## config.mk

```make
export PLATFORM = sky130hd
export DESIGN_NAME = srts_ctrl
export DESIGN_NICKNAME = d
export VERILOG_FILES = /design/src/srts_pkg.sv /design/src/srts_ctrl.sv
export SDC_FILE = /design/constraint.sdc
export NUM_CORES = 1
export LEC_CHECK = 0
export ABC_AREA = 1
export BUFFER_PORTS_ARGS = -buffer_cell sky130_fd_sc_hd__buf_2
export CAP_MARGIN = 30
export CORE_AREA = 2 2 39 41
export DETAILED_ROUTE_END_ITERATION = 7
export DIE_AREA = 0 0 41 43
export GPL_TIMING_DRIVEN = 1
export SYNTH_ARGS = -nofsm -noshare
export SYNTH_HDL_FRONTEND = slang
export SYNTH_SLANG_ARGS = --single-unit
```

## constraint.sdc

```tcl
create_clock -name aclk -period 1.8 [get_ports aclk]
set_input_delay 0 -clock aclk [delete_from_list [all_inputs] [get_ports aclk]]
set_output_delay 0 -clock aclk [all_outputs]
set_load 0.01 [all_outputs]
```

## src/srts_pkg.sv

```systemverilog
// Package: shared widths, command codes and controller/datapath interface types.
package srts_pkg;

    localparam int TABLE_DEPTH_DEF = 256;
    localparam int POS_WIDTH_DEF   = 32;

    localparam int CMD_W   = 2;
    localparam int ENTRY_W = 8;
    localparam int FIELD_W = 32;
    localparam int COUNT_W = 9;
    localparam int RES_W   = 9;

    typedef enum logic [CMD_W-1:0] {
        CMD_WRITE      = 2'd0,
        CMD_HOLE       = 2'd1,
        CMD_CONTAINS   = 2'd2,
        CMD_INTERSECTS = 2'd3
    } cmd_code_t;

    // Commands from the controller to the datapath.
    typedef struct packed {
        logic load;
        logic step;
        logic emit;
    } srts_ctrl_t;

    // Status from the datapath to the controller.
    typedef struct packed {
        logic run;
        logic done;
    } srts_stat_t;

endpackage

```

## src/srts_ctrl.sv

```systemverilog
// Controller: sequences acceptance, search probes and the result register.
module srts_ctrl
    import srts_pkg::*;
(
    input  logic       aclk,
    input  logic       aresetn,
    input  logic       s_valid,
    output logic       s_ready,
    output logic       m_valid,
    input  logic       m_ready,
    input  srts_stat_t stat,
    output srts_ctrl_t ctrl
);

    typedef enum logic [1:0] {
        ST_IDLE,
        ST_PROBE,
        ST_DONE
    } state_t;

    state_t state_reg, state_next;
    logic   m_valid_reg, m_valid_next;

    always_comb begin
        state_next   = state_reg;
        m_valid_next = m_valid_reg && !m_ready;
        ctrl         = '0;
        case (state_reg)
            ST_IDLE: begin
                if (s_valid) begin
                    ctrl.load  = 1'b1;
                    state_next = stat.run ? ST_PROBE : ST_DONE;
                end
            end
            ST_PROBE: begin
                ctrl.step = 1'b1;
                if (stat.done) begin
                    state_next = ST_DONE;
                end
            end
            ST_DONE: begin
                // The result register must be empty or emptying this cycle.
                if (!m_valid_reg || m_ready) begin
                    ctrl.emit    = 1'b1;
                    m_valid_next = 1'b1;
                    state_next   = ST_IDLE;
                end
            end
            default: begin
                state_next = ST_IDLE;
            end
        endcase
    end

    always_ff @(posedge aclk) begin
        if (!aresetn) begin
            state_reg   <= ST_IDLE;
            m_valid_reg <= 1'b0;
        end else begin
            state_reg   <= state_next;
            m_valid_reg <= m_valid_next;
        end
    end

    assign s_ready = (state_reg == ST_IDLE);
    assign m_valid = m_valid_reg;

endmodule

```

==> results.md <==
- Max Cap Viol: 0
- Cells after Synth: 27
- Worst setup EP type: output port
- First-pass GRT wire length: 655 µm
- Layout Nets: 48
- R2r worst-path depth: 5
- Crit start category: register
- Max_slew headroom: 84.1%
- Die ar.: 1760 µm²
- Die H: 43 µm
- Worst slew pin tran: 0.238 ns
- Syn_nets: 33
- Synth area leader: dfxtp_1
- TritonCTS Sinks: 3
- Register area share after synthesis: 32.4%
- Hold buffer count at CTS: 0
- Largest net degree at the start of global routing: 7
- Leak: 0.000155 µW
- Crit-path max FO: 5
- Vias in the first global route: 191
- Max Freq: 956 MHz
- Gpl congestion: 0.618
- Die X: 41 µm
- Post_cts resized: 0
- H-tree Lvls: 1
- Top-area cell type share of the netlist area: 32.4%
- Unique masters post-synth: 11
- Setup TNS: 0 ns
- Post CTS Setup Buffer Count: 0
- Area grow syn2layout: 52.0%
- Num CTS Buffers: 3
- Antenna Cells: 0
- Initial DRC count: 4
- Core area: 1380 µm²
- CP arrival: 1.05 ns
- FF+latch count, synth: 3
- Row cnt: 14
- Starting density of the core: 13.4%
- Synth warnings: 0
- PD cells: 877 nW/µm²
- Post-route ant nets: 0
- Via density: 3.47
- Clk root buf: clkbuf_4
- Fin crit period: 1.05 ns
- R2r setup slk: 0.89 ns
- Clk_lat worst skew: 0.23 ns
- # port buffers: 10
- Main area contributors after synthesis: dfxtp_1 32%, inv_1 14%, a21oi_2 9.5%
- Worst-path clk slew: 0.04 ns
- RSZ-0062 raised after global routing: false
- Power Total: 247 µW
- Slew Limit Fails: 0
- Final Hold Vio Count: 0
- R2R Path Start: state_reg[1]
- WL final: 409 µm
- Maximum vdd ir drop: 0.147 mV
- CTS tree: built
- Drt wl/cell: 7.18 µm
- I/O Pins: 11
- Reg-to-reg endpoint: state_reg[0]
- GRT overflow: 0
- Share of cells above drive strength 1: 48.8%
- Mean post-synth cell area: 6.86 µm²
- Clock Tree Buf Depth: 2
- Vias: 198
- Final setup vio count: 0
- Max FFs per register: 2
- Worst min path class: input pin to register
- Worst Hold Path EP: m_valid
- Worst EP required: 1.80 ns
- Hold path cells: 2
- Critical path class: register to output port
- Total GRT Usage: 5.91%
- Netlist Area Pre-Place: 185 µm²
- DR DRC count: 0
- Outcome: finished, final reports clean
- Final Skew: 0.00155 ns
- Antenna violations before repair: 0
- Share of the clock period used by the worst path: 58.1%
- Hold path start: aresetn
- Pre-Repair DR Iteration Count: 2
-- cells in the mapped netlist --
library cell	number
inv_1	7
nand2_1	4
dfxtp_1	3
a21oi_2	2
nand2_2	2
nand3_1	2
nor2_2	2
nor3_1	2
nand3_2	1
nor2_1	1
o21a_1	1
-- final cells by class --
| type | count | area (µm²) |
|---|---|---|
| timing repair buffer | 10 | 50.0 |
| sequential | 3 | 60.1 |
| clock buffer | 4 | 26.3 |
| tap | 16 | 20.0 |
| inverter | 7 | 26.3 |
| multi-input combinational | 17 | 98.8 |
| fill | 166 | 1100 |
-- report_power, final --
group          internal (µW)  leakage, µW  total [µW]  switching (µW)
clock                   82.9    0.0000150         116            32.6
combinational           23.4     0.000116        53.7            30.4
sequential              72.1    0.0000246        77.7            5.58
total                    178     0.000155         247            68.5
-- placed cells by master, fill, tap and decap left out --
cell type	synthesis	routed
buf_2	0	10
inv_1	7	7
nand2_1	4	4
clkbuf_4	0	3
dfxtp_1	3	3
nor2_2	2	2
nor3_1	2	2
nand3_1	2	2
nand2_2	2	2
a21oi_2	2	2
nor2_1	1	1
nand3_2	1	1
o21a_1	1	1
clkbuf_1	0	1
-- worst max-delay path by stage --
stage,start,end,slack [ns]
6_report,state_reg[1],ctrl[0],0.75
4_1_cts,state_reg[1],ctrl[0],0.75
5_1_grt,state_reg[1],ctrl[0],0.71
3_3_place_gp,state_reg[1],state_reg[0],0.90
3_5_place_dp,state_reg[1],state_reg[0],0.89
2_1_floorplan,m_valid,state_reg[0],0.93
-- kinds of logic after synthesis --
group / count (synthesis) / synth area share (%)
AND/OR/NAND/NOR: 14 / 39.9
buffers and inverters: 7 / 14.2
flip-flops: 3 / 32.4
AO/OA/AOI/OAI: 3 / 13.5
-- per-stage QoR --
step	setup WS [ns]	hold WS (ns)	utilization (%)	cell area, µm²	instances
after global routing	0.707	0.0195	20.3	282	57
after global placement	0.904	0.246	18.4	255	53
final	0.754	0.0145	20.3	282	57
after CTS	0.745	0.00681	20.3	282	57
after floorplan	0.933	0.118	-	185	27
after detailed placement	0.887	0.247	18.4	255	53
-- worst max-delay path, stage by stage (launching register included) --
cell and delay [ns]:
dfxtp_1 0.36, inv_1 0.11, nor3_1 0.19, buf_2 0.16
-- per-layer routing --
| layer | vias up | GRT usage (%) | wire length, µm |
|---|---|---|---|
| met5 | - | 0 | 0 |
| met4 | 0 | 10.0 | 0 |
| met3 | 0 | 0 | 30 |
| met2 | 6 | 6.88 | 196 |
| met1 | 81 | 7.01 | 182 |
| li1 | 111 | - | - |
No activity file was read; power rests on OpenSTA's default activity.
